$ cat src/bmpd_pkg.sv
package bmpd_pkg;

    localparam int unsigned HEADER_BYTES = 54;
    localparam logic [31:0] POS_MARK_B   = 32'd0;
    localparam logic [31:0] POS_MARK_M   = 32'd1;
    localparam logic [31:0] POS_OFS_LO   = 32'd10;
    localparam logic [31:0] POS_OFS_HI   = 32'd11;
    localparam logic [31:0] POS_WID_LO   = 32'd18;
    localparam logic [31:0] POS_WID_HI   = 32'd19;
    localparam logic [31:0] POS_HGT_0    = 32'd22;
    localparam logic [31:0] POS_HGT_1    = 32'd23;
    localparam logic [31:0] POS_HGT_2    = 32'd24;
    localparam logic [31:0] POS_HGT_3    = 32'd25;
    localparam logic [31:0] POS_DEPTH    = 32'd28;
    localparam logic [31:0] POS_HDR_LAST = 32'(HEADER_BYTES - 1);
    localparam logic [31:0] POS_HDR_END  = 32'(HEADER_BYTES);
    localparam logic [31:0] POS_MAX      = 32'hFFFF_FFFF;

    localparam logic [7:0] MARK_B     = 8'h42;
    localparam logic [7:0] MARK_M     = 8'h4D;
    localparam logic [7:0] DEPTH_RGB  = 8'd24;
    localparam logic [7:0] DEPTH_RGBA = 8'd32;
    localparam logic [7:0] OPAQUE     = 8'hFF;

    localparam int unsigned QUEUE_DEPTH = 4;
    localparam int unsigned QPTR_W      = $clog2(QUEUE_DEPTH);

    typedef enum logic [2:0] {
        ST_OK         = 3'd0,
        ST_SHORT      = 3'd1,
        ST_NOT_BM     = 3'd2,
        ST_BAD_DEPTH  = 3'd3,
        ST_LOW_OFFSET = 3'd4,
        ST_TRUNCATED  = 3'd5
    } t_status;

    typedef struct packed {
        logic        pix_v;
        logic [7:0]  red;
        logic [7:0]  green;
        logic [7:0]  blue;
        logic [7:0]  alpha;
        logic        st_v;
        t_status     status;
        logic [15:0] width;
        logic [31:0] raw_height;
    } t_entry;

endpackage

$ cat src/bmp_pixel_stream_decoder.sv
// An item is queued when its last byte is taken and then moves to the output register.
// Throughput: one byte per cycle while the queue is not full, set by the front's header
// and line counters; a final byte that also completes a pixel yields two items, pixel first.
// A four-entry queue between front and back absorbs output stalls.
// Reset is synchronous, active low, and clears all counters and the queue; the
// header and line state also return to reset after each end-of-file byte.
module bmp_pixel_stream_decoder (
    input  logic        i_clk,
    input  logic        i_rst_n,
    input  logic        i_in_valid,
    output logic        o_in_stall,
    input  logic [7:0]  i_data_byte,
    input  logic        i_end_of_file,
    output logic        o_out_valid,
    input  logic        i_out_stall,
    output logic        o_kind,
    output logic [7:0]  o_red,
    output logic [7:0]  o_green,
    output logic [7:0]  o_blue,
    output logic [7:0]  o_alpha,
    output logic [2:0]  o_status,
    output logic [15:0] o_image_width,
    output logic [31:0] o_image_height,
    output logic        o_last
);
    import bmpd_pkg::*;

    logic   push;
    logic   pop;
    logic   full;
    logic   q_valid;
    t_entry push_entry;
    t_entry head_entry;

    assign o_in_stall = full;

    bmpd_front u_front (
        .i_clk         (i_clk),
        .i_rst_n       (i_rst_n),
        .i_in_valid    (i_in_valid),
        .i_data_byte   (i_data_byte),
        .i_end_of_file (i_end_of_file),
        .i_full        (full),
        .o_push        (push),
        .o_entry       (push_entry)
    );

    bmpd_queue u_queue (
        .i_clk   (i_clk),
        .i_rst_n (i_rst_n),
        .i_push  (push),
        .i_entry (push_entry),
        .i_pop   (pop),
        .o_full  (full),
        .o_valid (q_valid),
        .o_entry (head_entry)
    );

    bmpd_back u_back (
        .i_clk          (i_clk),
        .i_rst_n        (i_rst_n),
        .i_q_valid      (q_valid),
        .i_q_entry      (head_entry),
        .o_pop          (pop),
        .o_out_valid    (o_out_valid),
        .i_out_stall    (i_out_stall),
        .o_kind         (o_kind),
        .o_red          (o_red),
        .o_green        (o_green),
        .o_blue         (o_blue),
        .o_alpha        (o_alpha),
        .o_status       (o_status),
        .o_image_width  (o_image_width),
        .o_image_height (o_image_height),
        .o_last         (o_last)
    );

endmodule

$ cat src/bmpd_front.sv
module bmpd_front (
    input  logic             i_clk,
    input  logic             i_rst_n,
    input  logic             i_in_valid,
    input  logic [7:0]       i_data_byte,
    input  logic             i_end_of_file,
    input  logic             i_full,
    output logic             o_push,
    output bmpd_pkg::t_entry o_entry
);
    import bmpd_pkg::*;

    logic [31:0] r_byte_pos,   n_byte_pos;
    logic [15:0] r_pixel_start, n_pixel_start;
    logic [15:0] r_width,      n_width;
    logic [31:0] r_raw_height, n_raw_height;
    logic [31:0] r_abs_height;
    logic [7:0]  r_depth,      n_depth;
    logic        r_marker_good, n_marker_good;
    logic [17:0] r_padded,     n_padded;
    logic [17:0] r_line_bytes, n_line_bytes;
    logic [7:0]  r_chan_buf [3];
    logic [7:0]  n_chan_buf [3];
    logic [1:0]  r_chan_idx,   n_chan_idx;
    logic [17:0] r_byte_in_line, n_byte_in_line;
    logic [31:0] r_row_count,  n_row_count;

    logic        accept;
    logic        is_rgba;
    logic        pix_phase;
    logic        in_data;
    logic        chan_last;
    logic [17:0] bil_inc;
    logic [17:0] raw_line;
    t_status     hdr_code;
    t_status     status;

    assign accept  = i_in_valid && !i_full;
    assign is_rgba = (r_depth == DEPTH_RGBA);
    assign bil_inc = r_byte_in_line + 18'd1;
    assign in_data = (r_byte_in_line < r_line_bytes);
    assign chan_last = is_rgba ? (r_chan_idx == 2'd3) : (r_chan_idx >= 2'd2);
    assign raw_line = is_rgba ? {r_width, 2'b00}
                              : ({1'b0, r_width, 1'b0} + {2'b00, r_width});

    always_comb begin
        if (!r_marker_good) begin
            hdr_code = ST_NOT_BM;
        end else if (r_depth != DEPTH_RGB && r_depth != DEPTH_RGBA) begin
            hdr_code = ST_BAD_DEPTH;
        end else if ({16'b0, r_pixel_start} < POS_HDR_END) begin
            hdr_code = ST_LOW_OFFSET;
        end else begin
            hdr_code = ST_OK;
        end
    end

    assign pix_phase = (r_byte_pos >= POS_HDR_END) && (hdr_code == ST_OK)
                    && (r_byte_pos >= {16'b0, r_pixel_start}) && (r_padded != 18'd0)
                    && (r_row_count < r_abs_height);

    always_comb begin
        n_byte_pos     = (r_byte_pos == POS_MAX) ? r_byte_pos : r_byte_pos + 32'd1;
        n_pixel_start  = r_pixel_start;
        n_width        = r_width;
        n_raw_height   = r_raw_height;
        n_depth        = r_depth;
        n_marker_good  = r_marker_good;
        n_padded       = r_padded;
        n_line_bytes   = r_line_bytes;
        n_chan_buf     = r_chan_buf;
        n_chan_idx     = r_chan_idx;
        n_byte_in_line = r_byte_in_line;
        n_row_count    = r_row_count;

        if (r_byte_pos < POS_HDR_END) begin
            if (r_byte_pos == POS_MARK_B && i_data_byte != MARK_B) n_marker_good = 1'b0;
            if (r_byte_pos == POS_MARK_M && i_data_byte != MARK_M) n_marker_good = 1'b0;
            if (r_byte_pos == POS_OFS_LO) n_pixel_start[7:0]  = i_data_byte;
            if (r_byte_pos == POS_OFS_HI) n_pixel_start[15:8] = i_data_byte;
            if (r_byte_pos == POS_WID_LO) n_width[7:0]        = i_data_byte;
            if (r_byte_pos == POS_WID_HI) n_width[15:8]       = i_data_byte;
            if (r_byte_pos == POS_HGT_0)  n_raw_height[7:0]   = i_data_byte;
            if (r_byte_pos == POS_HGT_1)  n_raw_height[15:8]  = i_data_byte;
            if (r_byte_pos == POS_HGT_2)  n_raw_height[23:16] = i_data_byte;
            if (r_byte_pos == POS_HGT_3)  n_raw_height[31:24] = i_data_byte;
            if (r_byte_pos == POS_DEPTH)  n_depth             = i_data_byte;
            if (r_byte_pos == POS_HDR_LAST) begin
                // round the line length up to a whole word
                n_line_bytes = raw_line;
                n_padded     = (raw_line + 18'd3) & 18'h3FFFC;
            end
        end else if (pix_phase) begin
            if (in_data) begin
                if (chan_last) begin
                    n_chan_idx = 2'd0;
                end else begin
                    if (r_chan_idx != 2'd3) n_chan_buf[r_chan_idx] = i_data_byte;
                    n_chan_idx = r_chan_idx + 2'd1;
                end
            end
            n_byte_in_line = bil_inc;
            if (bil_inc >= r_padded) begin
                n_byte_in_line = 18'd0;
                n_chan_idx     = 2'd0;
                n_row_count    = r_row_count + 32'd1;
            end
        end
    end

    always_comb begin
        if (r_byte_pos < POS_HDR_LAST) begin
            status = ST_SHORT;
        end else if (hdr_code == ST_OK && n_padded != 18'd0 && n_row_count < r_abs_height) begin
            status = ST_TRUNCATED;
        end else begin
            status = hdr_code;
        end
    end

    always_comb begin
        o_entry.pix_v      = accept && pix_phase && in_data && chan_last;
        o_entry.red        = is_rgba ? r_chan_buf[2] : i_data_byte;
        o_entry.green      = r_chan_buf[1];
        o_entry.blue       = r_chan_buf[0];
        o_entry.alpha      = is_rgba ? i_data_byte : OPAQUE;
        o_entry.st_v       = accept && i_end_of_file;
        o_entry.status     = status;
        o_entry.width      = n_width;
        o_entry.raw_height = n_raw_height;
    end

    assign o_push = o_entry.pix_v || o_entry.st_v;

    always_ff @(posedge i_clk) begin
        if (!i_rst_n) begin
            r_abs_height <= 32'd0;
        end else begin
            r_abs_height <= r_raw_height[31] ? (32'd0 - r_raw_height) : r_raw_height;
        end
    end

    always_ff @(posedge i_clk) begin
        if (!i_rst_n || (accept && i_end_of_file)) begin
            r_byte_pos     <= 32'd0;
            r_pixel_start  <= 16'd0;
            r_width        <= 16'd0;
            r_raw_height   <= 32'd0;
            r_depth        <= 8'd0;
            r_marker_good  <= 1'b1;
            r_padded       <= 18'd0;
            r_line_bytes   <= 18'd0;
            r_chan_buf     <= '{8'd0, 8'd0, 8'd0};
            r_chan_idx     <= 2'd0;
            r_byte_in_line <= 18'd0;
            r_row_count    <= 32'd0;
        end else if (accept) begin
            r_byte_pos     <= n_byte_pos;
            r_pixel_start  <= n_pixel_start;
            r_width        <= n_width;
            r_raw_height   <= n_raw_height;
            r_depth        <= n_depth;
            r_marker_good  <= n_marker_good;
            r_padded       <= n_padded;
            r_line_bytes   <= n_line_bytes;
            r_chan_buf     <= n_chan_buf;
            r_chan_idx     <= n_chan_idx;
            r_byte_in_line <= n_byte_in_line;
            r_row_count    <= n_row_count;
        end
    end

endmodule

$ cat src/bmpd_queue.sv
module bmpd_queue (
    input  logic             i_clk,
    input  logic             i_rst_n,
    input  logic             i_push,
    input  bmpd_pkg::t_entry i_entry,
    input  logic             i_pop,
    output logic             o_full,
    output logic             o_valid,
    output bmpd_pkg::t_entry o_entry
);
    import bmpd_pkg::*;

    t_entry              r_mem [QUEUE_DEPTH];
    logic [QPTR_W-1:0]   r_wr_ptr;
    logic [QPTR_W-1:0]   r_rd_ptr;
    logic [QPTR_W:0]     r_count;

    assign o_full  = (r_count == (QPTR_W+1)'(QUEUE_DEPTH));
    assign o_valid = (r_count != '0);
    assign o_entry = r_mem[r_rd_ptr];

    always_ff @(posedge i_clk) begin
        if (i_push) r_mem[r_wr_ptr] <= i_entry;
    end

    always_ff @(posedge i_clk) begin
        if (!i_rst_n) begin
            r_wr_ptr <= '0;
            r_rd_ptr <= '0;
            r_count  <= '0;
        end else begin
            if (i_push) r_wr_ptr <= r_wr_ptr + 1'b1;
            if (i_pop)  r_rd_ptr <= r_rd_ptr + 1'b1;
            case ({i_push, i_pop})
                2'b10:   r_count <= r_count + 1'b1;
                2'b01:   r_count <= r_count - 1'b1;
                default: r_count <= r_count;
            endcase
        end
    end

endmodule

$ cat src/bmpd_back.sv
module bmpd_back (
    input  logic             i_clk,
    input  logic             i_rst_n,
    input  logic             i_q_valid,
    input  bmpd_pkg::t_entry i_q_entry,
    output logic             o_pop,
    output logic             o_out_valid,
    input  logic             i_out_stall,
    output logic             o_kind,
    output logic [7:0]       o_red,
    output logic [7:0]       o_green,
    output logic [7:0]       o_blue,
    output logic [7:0]       o_alpha,
    output logic [2:0]       o_status,
    output logic [15:0]      o_image_width,
    output logic [31:0]      o_image_height,
    output logic             o_last
);
    import bmpd_pkg::*;

    logic        r_out_valid;
    logic        r_pix_sent;
    logic        r_kind;
    logic [7:0]  r_red, r_green, r_blue, r_alpha;
    t_status     r_status;
    logic [15:0] r_width;
    logic [31:0] r_height;

    logic        out_free;
    logic        load;
    logic        use_pix;
    logic [31:0] abs_height;

    assign out_free   = !r_out_valid || !i_out_stall;
    assign load       = out_free && i_q_valid;
    assign use_pix    = i_q_entry.pix_v && !r_pix_sent;
    // an entry with a pixel and a status stays at the head until its status is loaded too
    assign o_pop      = load && !(use_pix && i_q_entry.st_v);
    assign abs_height = i_q_entry.raw_height[31] ? (32'd0 - i_q_entry.raw_height)
                                                 : i_q_entry.raw_height;

    always_ff @(posedge i_clk) begin
        if (!i_rst_n) begin
            r_out_valid <= 1'b0;
            r_pix_sent  <= 1'b0;
        end else if (out_free) begin
            r_out_valid <= i_q_valid;
            if (load) r_pix_sent <= use_pix && i_q_entry.st_v;
        end
    end

    always_ff @(posedge i_clk) begin
        if (load) begin
            if (use_pix) begin
                r_kind   <= 1'b0;
                r_red    <= i_q_entry.red;
                r_green  <= i_q_entry.green;
                r_blue   <= i_q_entry.blue;
                r_alpha  <= i_q_entry.alpha;
                r_status <= ST_OK;
                r_width  <= 16'd0;
                r_height <= 32'd0;
            end else begin
                r_kind   <= 1'b1;
                r_red    <= 8'd0;
                r_green  <= 8'd0;
                r_blue   <= 8'd0;
                r_alpha  <= 8'd0;
                r_status <= i_q_entry.status;
                r_width  <= i_q_entry.width;
                r_height <= abs_height;
            end
        end
    end

    assign o_out_valid    = r_out_valid;
    assign o_kind         = r_kind;
    assign o_red          = r_red;
    assign o_green        = r_green;
    assign o_blue         = r_blue;
    assign o_alpha        = r_alpha;
    assign o_status       = r_status;
    assign o_image_width  = r_width;
    assign o_image_height = r_height;
    assign o_last         = r_kind;

endmodule
$ cat config.mk
export PLATFORM = sky130hd
export DESIGN_NAME = bmp_pixel_stream_decoder
export DESIGN_NICKNAME = d
export VERILOG_FILES = /design/src/bmpd_pkg.sv /design/src/bmp_pixel_stream_decoder.sv /design/src/bmpd_front.sv /design/src/bmpd_queue.sv /design/src/bmpd_back.sv
export SDC_FILE = /design/constraint.sdc
export NUM_CORES = 1
export LEC_CHECK = 0
export ABC_AREA = 1
export BUFFER_PORTS_ARGS = -buffer_cell sky130_fd_sc_hd__buf_2
export CORE_UTILIZATION = 59
export DETAILED_ROUTE_END_ITERATION = 16
export GPL_ROUTABILITY_DRIVEN = 0
export PLACE_DENSITY = 0.76
export SETUP_SLACK_MARGIN = 0.15
export SYNTH_ARGS = -nofsm -noshare
export SYNTH_HDL_FRONTEND = slang
export SYNTH_SLANG_ARGS = --single-unit
$ cat constraint.sdc
create_clock -name i_clk -period 9.24 [get_ports i_clk]
set_input_delay 1.848 -clock i_clk [delete_from_list [all_inputs] [get_ports i_clk]]
set_output_delay 1.848 -clock i_clk [all_outputs]
set_load 0.02 [all_outputs]
Word level (Yosys, flattened, before mapping)
Memories as Yosys holds them, arrays and structs flattened. A register that Yosys moved wholly into a read port is not among the register bits.
Index checks and enable logic that the tools add are counted.
W data, S select, Z words.
{"block": "totals", "register_bits": 342, "mem_bits_rw": 340, "input_bits": 13, "output_inout_bits": 87, "word_cells": 170, "n_memories": 1}
{"block": "classes", "add_sub_neg": 12, "magnitude_cmp": 12, "n_eq_ne": 22, "muxes": 39, "n_bitwise": 5, "reduce_logical": 48}
{"name": "u_queue.r_mem", "depth": 4, "word_bits": 85, "read_ports": 1, "rd_clocked_by_memory_dff": 1, "write_ports": 1, "line": "bmpd_queue.sv:13", "rtl": "t_entry r_mem [QUEUE_DEPTH];"}
{"operator": "$eq A32 B5 Y1 const B", "count": 7}
{"operator": "$mux W32", "count": 4}
{"operator": "$mux W18", "count": 4}
{"operator": "$mux W8", "count": 9}
{"operator": "$add A32 B1 Y32 const B", "count": 2}
{"operator": "$eq A32 B4 Y1 const B", "count": 2}
{"operator": "$lt A32 B32 Y1", "count": 2}
{"operator": "$lt A32 B6 Y1 const B", "count": 2}
{"operator": "$sub A1 B32 Y32 const A", "count": 2}
{"operator": "$mux W31", "count": 2}
{"operator": "$reduce_bool A18 Y1", "count": 2}
{"operator": "$eq A32 B1 Y1 const B", "count": 1}
{"operator": "$eq A32 B32 Y1 const B", "count": 1}
{"operator": "$eq A32 B6 Y1 const B", "count": 1}
{"operator": "$ge A32 B16 Y1", "count": 1}
{"operator": "$ge A32 B6 Y1 const B", "count": 1}
{"operator": "$logic_not A32 Y1", "count": 1}
{"operator": "$bwmux W24", "count": 1}
{"operator": "$logic_and A1 B1 Y1", "count": 19}
{"operator": "$add A17 B16 Y18", "count": 1}
{"operator": "$add A18 B1 Y18 const B", "count": 1}
{"operator": "$add A18 B2 Y18 const B", "count": 1}
{"operator": "$ge A18 B18 Y1", "count": 1}
{"operator": "$lt A18 B18 Y1", "count": 1}
{"operator": "33 further kinds", "count": 69}

Longest topological paths before layout
Gate-level depths: netlist of run 1.
{"block": "depth", "depth_word": 15, "depth_mapped": 37, "ltp_nobuf": 36}

Modules after synthesis
A second synthesis of run 1 with hierarchy kept.
{"block": "unflattened", "hier_cells": 3921, "hier_area_um2": 34199.0}
{"mod": "bmpd_front", "instances": 1, "cells_per_inst": 2579, "area_per_inst_um2": 16966.3, "seq_area_each_um2": 4984.8}
{"mod": "bmpd_queue", "instances": 1, "cells_per_inst": 879, "area_per_inst_um2": 13003.7, "seq_area_each_um2": 10390.0}
{"mod": "bmpd_back", "instances": 1, "cells_per_inst": 463, "area_per_inst_um2": 4229.1, "seq_area_each_um2": 2562.5}

Least setup slack after synthesis of run 1
Ideal clock, no wire load.
{"block": "synth_timing", "path_kind": "input-to-reg", "startpoint": "input i_out_stall", "endpoint": "register u_queue.r_count[2]", "setup_ns": 0.122, "t_arrival_ns": 7.751, "required_ns": 9.118, "path_slack_ns": 1.367, "stages": 12, "path_buffers": 0, "cell_sequence": "nand2_1 inv_1 a31oi_1 nand2_1 inv_2 ha_1 inv_1 fa_1 a21oi_1 o21ai_0 o21ai_0 a21oi_1"}
{"block": "synth_between", "elab_chain_cells": 6, "word_cells_on_any_way": 8, "cone_classes": "2 x eq/ne; 1 x mux; 5 x reduce/logical"}
{"item": "start: declaration", "line": "bmp_pixel_stream_decoder.sv:15", "rtl": "input logic i_out_stall,"}
{"item": "$logic_not A1 Y1 *", "line": "bmpd_back.sv:34", "rtl": "assign out_free = !r_out_valid || !i_out_stall;"}
{"item": "$logic_or A1 B1 Y1 *", "line": "bmpd_back.sv:34"}
{"item": "$logic_and A1 B1 Y1 *", "line": "bmpd_back.sv:35", "rtl": "assign load = out_free && i_q_valid;"}
{"item": "net u_back.load", "line": "bmpd_back.sv:30", "rtl": "logic load;"}
{"item": "$logic_and A1 B1 Y1 *", "line": "bmpd_back.sv:38", "rtl": "assign o_pop = load && !(use_pix && i_q_entry.st_v);"}
{"item": "net pop", "line": "bmp_pixel_stream_decoder.sv:29", "rtl": "logic pop;"}
{"item": "$eq A2 B1 Y1 / $eq A2 B2 Y1 (equally long branches)", "line": "bmpd_queue.sv:34", "rtl": "case ({i_push, i_pop})"}
{"item": "$pmux W3 S2 / $reduce_bool A2 Y1 (equally long branches)"}
{"item": "end signal: assignment", "line": "bmpd_queue.sv:35", "rtl": "2'b10: r_count <= r_count + 1'b1;"}
{"item": "end signal: assignment", "line": "bmpd_queue.sv:36", "rtl": "2'b01: r_count <= r_count - 1'b1;"}
{"item": "end signal: assignment", "line": "bmpd_queue.sv:37", "rtl": "default: r_count <= r_count;"}
{"item": "end: declaration", "line": "bmpd_queue.sv:16", "rtl": "logic [QPTR_W:0] r_count;"}
Mark *: on every way through the listed nets, which the timed path passes. The rest lies on a longest branch.
A chain may end at the register's enable or synchronous reset.

==> results of run 1 <==
==> layer usage <==
| metal | GRT usage (%) | vias to the layer above |
|---|---|---|
| li1 | - | 12900 |
| met1 | 36.6 | 12100 |
| met2 | 45.2 | 956 |
| met3 | 3.71 | 151 |
| met4 | 11.4 | 0 |
| met5 | 0 | - |
==> cell usage after synthesis (all sizes together) (3+ instances only) <==
| library cell | n | share of area, % |
|---|---|---|
| clkbuf | 109 | 1.2 |
| buf | 41 | 0.73 |
| a21oi | 338 | 5.1 |
| nor3 | 85 | 1.6 |
| o21a | 9 | 0.20 |
| o21bai | 5 | 0.11 |
| or2 | 4 | 0.074 |
| a211oi | 44 | 0.98 |
| dfxtp | 260 | 15 |
| o22ai | 28 | 0.52 |
| a32oi | 19 | 0.50 |
| xor2 | 45 | 1.2 |
| clkinv | 6 | 0.071 |
| a31oi | 7 | 0.13 |
| edfxtp | 424 | 38 |
| o211ai | 9 | 0.20 |
| nor3b | 3 | 0.067 |
| inv | 493 | 5.5 |
| nand4 | 51 | 1.1 |
| ha | 147 | 5.5 |
| nand3 | 118 | 2.0 |
| nor4 | 17 | 0.46 |
| o21ai | 398 | 5.9 |
| nand2 | 611 | 7.0 |
| a21o | 4 | 0.089 |
| o221a | 3 | 0.10 |
| nor2 | 464 | 5.7 |
==> worst register-to-register path, delay by kind of cell (launching register included) <==
| kind | cells | cell delay, ns |
|---|---|---|
| compound gates | 4 | 0.45 |
| xor+xnor | 2 | 0.36 |
| fa+ha+maj | 2 | 0.59 |
| buf+inv | 4 | 0.55 |
| flops | 1 | 0.36 |
| simple gates | 23 | 3.48 |
==> how the worst min path moves through the flow <==
stage,from,end,slack [ns],cells after the start
2_1_floorplan,u_front.r_line_bytes[4],u_front.r_line_bytes[4],0.43,2
3_3_place_gp,u_queue.r_rd_ptr[1],flop,0.45,2
3_5_place_dp,u_front.r_chan_buf[2],u_front.r_chan_buf[2],0.46,2
4_1_cts,u_front.r_chan_buf[2],u_front.r_chan_buf[2],0.47,2
5_1_grt,u_front.r_chan_buf[3],u_front.r_chan_buf[3],0.49,2
6_report,u_front.r_chan_buf[3],u_front.r_chan_buf[3],0.47,2
==> cell type report <==
cell class | count | area [µm²] | area share (%)
clock buffers | 99 | 1940 | 5.25
clock inverters | 30 | 413 | 1.12
inverters | 499 | 1880 | 5.08
multi-input cells | 2432 | 13200 | 35.7
flip-flops and latches | 684 | 17900 | 48.5
well taps | 756 | 946 | 2.56
repair buffers | 125 | 691 | 1.87
==> per-stage QoR <==
step           total power [W]  util (%)  worst slack [ns]  instances  cell area, µm²
2_1_floorplan          0.00595         -              1.37       3765           33600
3_3_place_gp           0.00660      61.5              3.25       4496           34700
3_5_place_dp           0.00666      61.5              3.17       4496           34700
4_1_cts                0.00955      65.7              3.17       4625           37000
5_1_grt                 0.0100      65.7              2.50       4625           37000
6_report               0.00953      65.7              3.14       4625           37000
==> logic make-up after synthesis <==
kind of cell    after synthesis  synth area share [%]
buf+inv                     649                  7.53
fa+ha+maj                   149                  5.59
compound gates              877                  14.2
xor+xnor                     47                  1.22
simple gates               1359                  18.1
flops                       684                  53.4
==> registers in the layout, indices dropped and copies added, names as in the netlist, 2 cells and up, named ones only <==
signal                  count
u_front.r_width            16
u_front.r_abs_height       32
u_front.r_byte_pos         32
u_queue.r_count             3
u_front.r_row_count        32
u_front.r_depth             8
u_back.o_alpha              8
u_queue.r_rd_ptr            2
u_front.r_padded           18
u_back.o_red                8
u_back.o_image_width       16
u_front.r_chan_buf          8
u_back.o_blue               8
u_queue.r_mem             340
u_front.o_entry            16
u_front.r_raw_height       32
u_back.o_image_height      32
u_front.r_line_bytes       18
u_back.o_status             3
u_front.r_pixel_start      16
u_back.o_green              8
u_front.r_byte_in_line     18
u_front.r_chan_idx          2
u_queue.r_wr_ptr            2
==> power groups by stage <==
stage / clock network [W] / registers, W / logic [W]
6_report: 0.00291 / 0.00393 / 0.00270
5_1_grt: 0.00306 / 0.00398 / 0.00301
4_1_cts: 0.00293 / 0.00393 / 0.00269
3_5_place_dp: 0 / 0.00399 / 0.00267
3_3_place_gp: 0 / 0.00399 / 0.00261
2_1_floorplan: 0 / 0.00425 / 0.00170
==> out/results.tsv, run 1 <==
stage	metric	value	unit
floorplanning	Rows	87	
power_and_ir_drop	Gate power share	28.3	%
synthesis	Ys Warns	0	
global_routing	antenna violations before repair	0	
run_status	status	finished, final reports clean	
clock_network	CTS clock-pin slew for the worst setup and hold paths	0.07	ns
clock_network	postcts setup bufs	0	
power_and_ir_drop	total internal power	0.00623	W
routing	met2 WL	37.2	mm
routing	Avg Vias per Cell	5.63	
floorplanning	Die Y-Extent	241	µm
run	max-cap violation count	0	
clock_network	TritonCTS buffer count	71	
floorplanning	total core area	56400	µm²
routing	Avg WL per Cell	17.1	µm
routing	max layer used	met4	
critical_path	CP endpoint	u_queue.r_mem[1][50]	
timing	skew final	0.0266	ns
routing	TritonRoute pass-1 iters	6	
critical_path	reg-to-reg critical path startpoint	u_front.r_byte_in_line[0]	
clock_network	clk sink count	684	
power_and_ir_drop	Switch Pwr	0.00330	W
placed_design	Port Buffers	99	
synthesis	Yosys reg bits	684	
layout	commonest cells after routing, fill and taps aside	588 x nand2_1, 462 x inv_1, 425 x nor2_1	
timing	slew margin rel.	22.0	%
critical_path	slowest CP cell	or3_1	
critical_path	crit end category	flop	
global_routing	first-pass GRT wire length	125	mm
critical_path	beginning of the critical path	u_front.r_byte_in_line[0]	
timing	RSZ-0062 raised after global routing	no	
critical_path	critical path's most frequent cell	nand2_1	
synthesis	post-synth cell types	66	
synthesis	number of synthesized flops with an enable pin	424	
routing	DR WL met3	5.51	mm
layout	Nets	3975	
critical_path	WP buf/inv	4	
routing	met1 WL	34.0	mm
layout	most common cell after layout, fill and taps aside	nand2_1	
timing	minimum clock period	6.10	ns
timing	Tcrit/Tclk final	66.0	%
synthesis	Seq/Total Area, Yosys	53.4	%
power_and_ir_drop	leakage dissipation	15.1	nW
critical_path	critical path startpoint category	flop	
layout	share of post-route cells with drive strength above 1	9.90	%
routing	final antenna-violating net count	0	
synthesis	Post-synth ARST share	0	%
clock_network	hold_buf cts	0	
critical_path	CP Depth	35	
clock_network	Root Buffer	clkbuf_16	
timing	Setup TNS	0	ns
timing	Final Hold Viols	0	
hold_path	HP Class	reg -> reg	
critical_path	max incr delay on CP	0.37	ns
global_routing	Congestion Overflow GR	0	
clock_network	Clock Tree Buf Depth	3	
clock_network	clock latency on the worst-skew pair	0.63	ns
critical_path	WS Path Type	reg -> reg	
clock_network	post-cts resize count	0	
timing	final setup violation count	0	
global_routing	vias in the first global route	24000	
power_and_ir_drop	register share of total power	41.2	%
clock_network	TritonCTS clock tree	done	
routing	total detailed-routing wirelength	79.2	mm
floorplanning	# IOs	100	
floorplanning	Die ar.	57900	µm²
power_and_ir_drop	Clock power frac	30.5	%
synthesis	Mean Syn Cell Area	8.93	µm²
power_and_ir_drop	sw frac	34.7	%
critical_path	R2R cell count	35	
routing	DRC errors left	0	
critical_path	crit-path leading delay family	simple AND/OR/NAND/NOR gates	
power_and_ir_drop	power density over cell area	257	nW/µm²
routing	initial DRC count	2216	
global_routing	GRT Overall Usage	27.5	%
synthesis	Synth Cell Area	33600	µm²
floorplanning	DIE WIDTH	241	µm
placed_design	placed wire-length estimate	52.6	mm
power_and_ir_drop	Max VDD drop	0.000176	V
critical_path	worst-path maximum fanout	13	
critical_path	RR Endpoint	u_queue.r_mem[1][50]	
global_routing	pin count of the biggest net entering global routing	115	
synthesis	syn nets	3927	
routing	routed vias	26100	
clock_network	H-tree Lvls	3	
timing	worst hold slack	0.473	ns
synthesis	Mapped Cells	3765	
timing	max-slew violation count	0	
layout	# fillers	4504	
layout	# diodes	0	
synthesis	top_reg_cell synth	edfxtp_1	
critical_path	crit path DAT	6.41	ns
timing	Fmax achieved	164	MHz
critical_path	Data required, critical path	9.56	ns
critical_path	FF-to-FF setup slack	3.14	ns
layout	synth-to-layout area growth	10.1	%
floorplanning	initial core utilization	59.6	%
timing	Worst-Margin Slew	1.17	ns
Power figures use the tool's default switching activity.
==> run 2, diff against run 1 <==
==> constraint.sdc (replaced) <==
create_clock -name i_clk -period 6.35 [get_ports i_clk]
set_input_delay 1.27 -clock i_clk [delete_from_list [all_inputs] [get_ports i_clk]]
set_output_delay 1.27 -clock i_clk [all_outputs]
set_load 0.02 [all_outputs]
==> run 2 against run 1 <==
  * Core utilization rose by 0.48 points
  * Flip-flop and latch count unchanged
  * Total power increased by 46%
  * Cell count grew 0.30%
  * Critical path depth unchanged
  * Sequential share of layout area is 0.35 points lower
  * Non-clock buffer count grew 10
  * Clock power is 46% higher
  * Critical endpoint is now u_queue.r_mem[1][48]
  * Largest cell class unchanged
  * Highest routed layer unchanged
==> out/results.tsv, run 2 (same netlist as run 1, synthesis figures left out) <==
stage	metric	value	unit	change
clock_network	TritonCTS buffer count	72		+1.4%
clock_network	TritonCTS clock tree	done		
floorplanning	Rows	87		unchanged
clock_network	hold_buf cts	0		unchanged
timing	max-slew violation count	0		unchanged
placed_design	placed wire-length estimate	52.1	mm	-0.83%
timing	minimum clock period	5.79	ns	-0.311 ns
run	max-cap violation count	0		unchanged
critical_path	worst-path maximum fanout	4		-9
critical_path	crit end category	flop		
clock_network	clk sink count	684		unchanged
floorplanning	# IOs	100		unchanged
global_routing	vias in the first global route	24500		+2.0%
timing	slew margin rel.	25.5	%	+3.5 points
layout	Reg with most FFs	u_queue.r_mem		
floorplanning	DIE WIDTH	241	µm	unchanged
critical_path	max incr delay on CP	0.37	ns	about the same
layout	Largest register FFs	340		unchanged
critical_path	Data required, critical path	6.69	ns	-2.87 ns
layout	synth-to-layout area growth	10.9	%	
layout	share of post-route cells with drive strength above 1	10.4	%	+0.51 points
clock_network	clock latency on the worst-skew pair	0.63	ns	about the same
global_routing	Congestion Overflow GR	0		unchanged
critical_path	slowest CP cell	or3_1		
hold_path	hold path start	u_front.r_chan_buf[5]		
clock_network	H-tree Lvls	3		unchanged
critical_path	reg-to-reg critical path startpoint	u_front.r_byte_in_line[1]		
global_routing	GRT Overall Usage	27.8	%	+0.29 points
layout	fin area	37300	µm²	+0.74%
layout	final non-filler cell total	4639		+0.30%
routing	initial DRC count	2070		-6.6%
routing	Avg WL per Cell	17.1	µm	-0.25%
placed_design	Place WS	0.558	ns	-2.61 ns
critical_path	critical path startpoint category	flop		
timing	final worst slack	0.564	ns	-2.58 ns
timing	final setup violation count	0		unchanged
hold_path	hold-critical path depth	2		unchanged
routing	final antenna-violating net count	0		unchanged
floorplanning	initial core utilization	59.6	%	unchanged
critical_path	WS Path Type	reg -> reg		
critical_path	crit path DAT	6.13	ns	-0.28 ns
routing	routed vias	26200		+0.43%
floorplanning	total core area	56400	µm²	unchanged
hold_path	HP Class	reg -> reg		
global_routing	antenna violations before repair	0		unchanged
critical_path	R2R cell count	35		unchanged
routing	Avg Vias per Cell	5.64		+0.13%
layout	Nets	3986		+0.28%
timing	skew final	0.0256	ns	-0.00102 ns
power_and_ir_drop	Max VDD drop	0.000324	V	+84%
power_and_ir_drop	leakage dissipation	15.3	nW	+1.0%
placed_design	# placed instances	4504		+0.18%
routing	total detailed-routing wirelength	79.3	mm	about the same
routing	TritonRoute pass-1 iters	8		+2
global_routing	pin count of the biggest net entering global routing	116		+0.87%
timing	Fmax achieved	173	MHz	+5.4%
clock_network	Root Buffer	clkbuf_16		
critical_path	RR Endpoint	u_queue.r_mem[1][48]		
timing	Setup TNS	0	ns	unchanged
timing	Worst-Margin Slew	1.12	ns	-0.0532 ns
routing	DRC errors left	0		unchanged
floorplanning	Die Y-Extent	241	µm	unchanged
layout	# diodes	0		unchanged
hold_path	Hold EP	u_front.r_chan_buf[5]		
placed_design	Area after DPL	34800	µm²	+0.50%
layout	most common cell after layout, fill and taps aside	nand2_1		
run_status	status	finished, final reports clean		
floorplanning	Die ar.	57900	µm²	unchanged
timing	RSZ-0062 raised after global routing	no		
global_routing	first-pass GRT wire length	127	mm	+1.7%
layout	commonest cells after routing, fill and taps aside	588 x nand2_1, 462 x inv_1, 424 x nor2_1, 424 x edfxtp_1, 378 x o21ai_0		
timing	Final Hold Viols	0		unchanged
placed_design	Port Buffers	99		unchanged
timing	Tcrit/Tclk final	91.1	%	+25 points
critical_path	FF-to-FF setup slack	0.56	ns	-2.58 ns
layout	final core occ	66.1	%	+0.48 points
critical_path	critical path's most frequent cell	nand2_1		
power_and_ir_drop	power density over cell area	373	nW/µm²	+45%
clock_network	Clock Tree Buf Depth	3		unchanged
clock_network	CTS clock-pin slew for the worst setup and hold paths	0.06	ns	about the same
## run 2: cell count changes in the layout (fill, tap and decap cells not counted), moves of 3 or more
cell / change
buf_12: +9
clkbuf_1: -6
clkinv_1: +5
nand3_1: -3
nand3_2: +3
nor3_2: -4
nor3_4: +4
## run 2: repair_timing
action	in CTS	in global routing
buffers inserted	0	2
gates resized for setup	0	10
endpoints found under the setup margin	0	8
## run 2: worst max path at each step
stage	startpoint	cells past startpoint	end	slack, ns
6_report	u_front.r_byte_in_line[1]	35	u_queue.r_mem[1][48]	0.56
5_1_grt	u_front.r_byte_in_line[1]	35	u_queue.r_mem[1][48]	0.17
4_1_cts	u_front.r_byte_in_line[0]	35	u_queue.r_mem[1][48]	0.52
3_5_place_dp	u_front.r_byte_in_line[0]	35	u_queue.r_mem[1][48]	0.56
3_3_place_gp	u_front.r_byte_in_line[0]	35	u_queue.r_mem[0][50]	0.69
2_1_floorplan	i_in_valid	7	u_queue.r_mem[0][0]	-0.05
## run 2: layout make-up
type | count | area [µm²]
fillers | 4471 | 19100
clock inverters | 38 | 432
flip-flops and latches | 684 | 17900
well taps | 756 | 946
repair buffers | 135 | 878
inverters | 499 | 1880
multi-input cells | 2432 | 13300
clock buffers | 95 | 1960
## run 2: per-layer routing
layer / up-vias / share of wire, % / track usage [%]
li1: 12900 / - / -
met1: 12300 / 43 / 37.0
met2: 874 / 48 / 46.2
met3: 138 / 6.6 / 4.13
met4: 0 / 2.7 / 9.82
met5: - / 0 / 0
## run 2: through the flow
step | power, W | hold slack [ns]
2_1_floorplan | 0.00863 | 0.433
3_3_place_gp | 0.00960 | 0.446
3_5_place_dp | 0.00969 | 0.456
4_1_cts | 0.0139 | 0.469
5_1_grt | 0.0147 | 0.496
6_report | 0.0139 | 0.471
## run 2: worst max-delay path, delay by kind of cell (launching register included)
family | cells | cell delay [ns]
simple gates | 24 | 3.41
fa+ha+maj | 2 | 0.59
compound gates | 3 | 0.39
buf+inv | 4 | 0.37
flops | 1 | 0.36
xor+xnor | 2 | 0.34
## run 2: power breakdown
part	internal [W]	total, W	switching [W]
combinational	0.00112	0.00390	0.00279
sequential	0.00547	0.00574	0.000274
clock	0.00249	0.00425	0.00176
total	0.00907	0.0139	0.00482
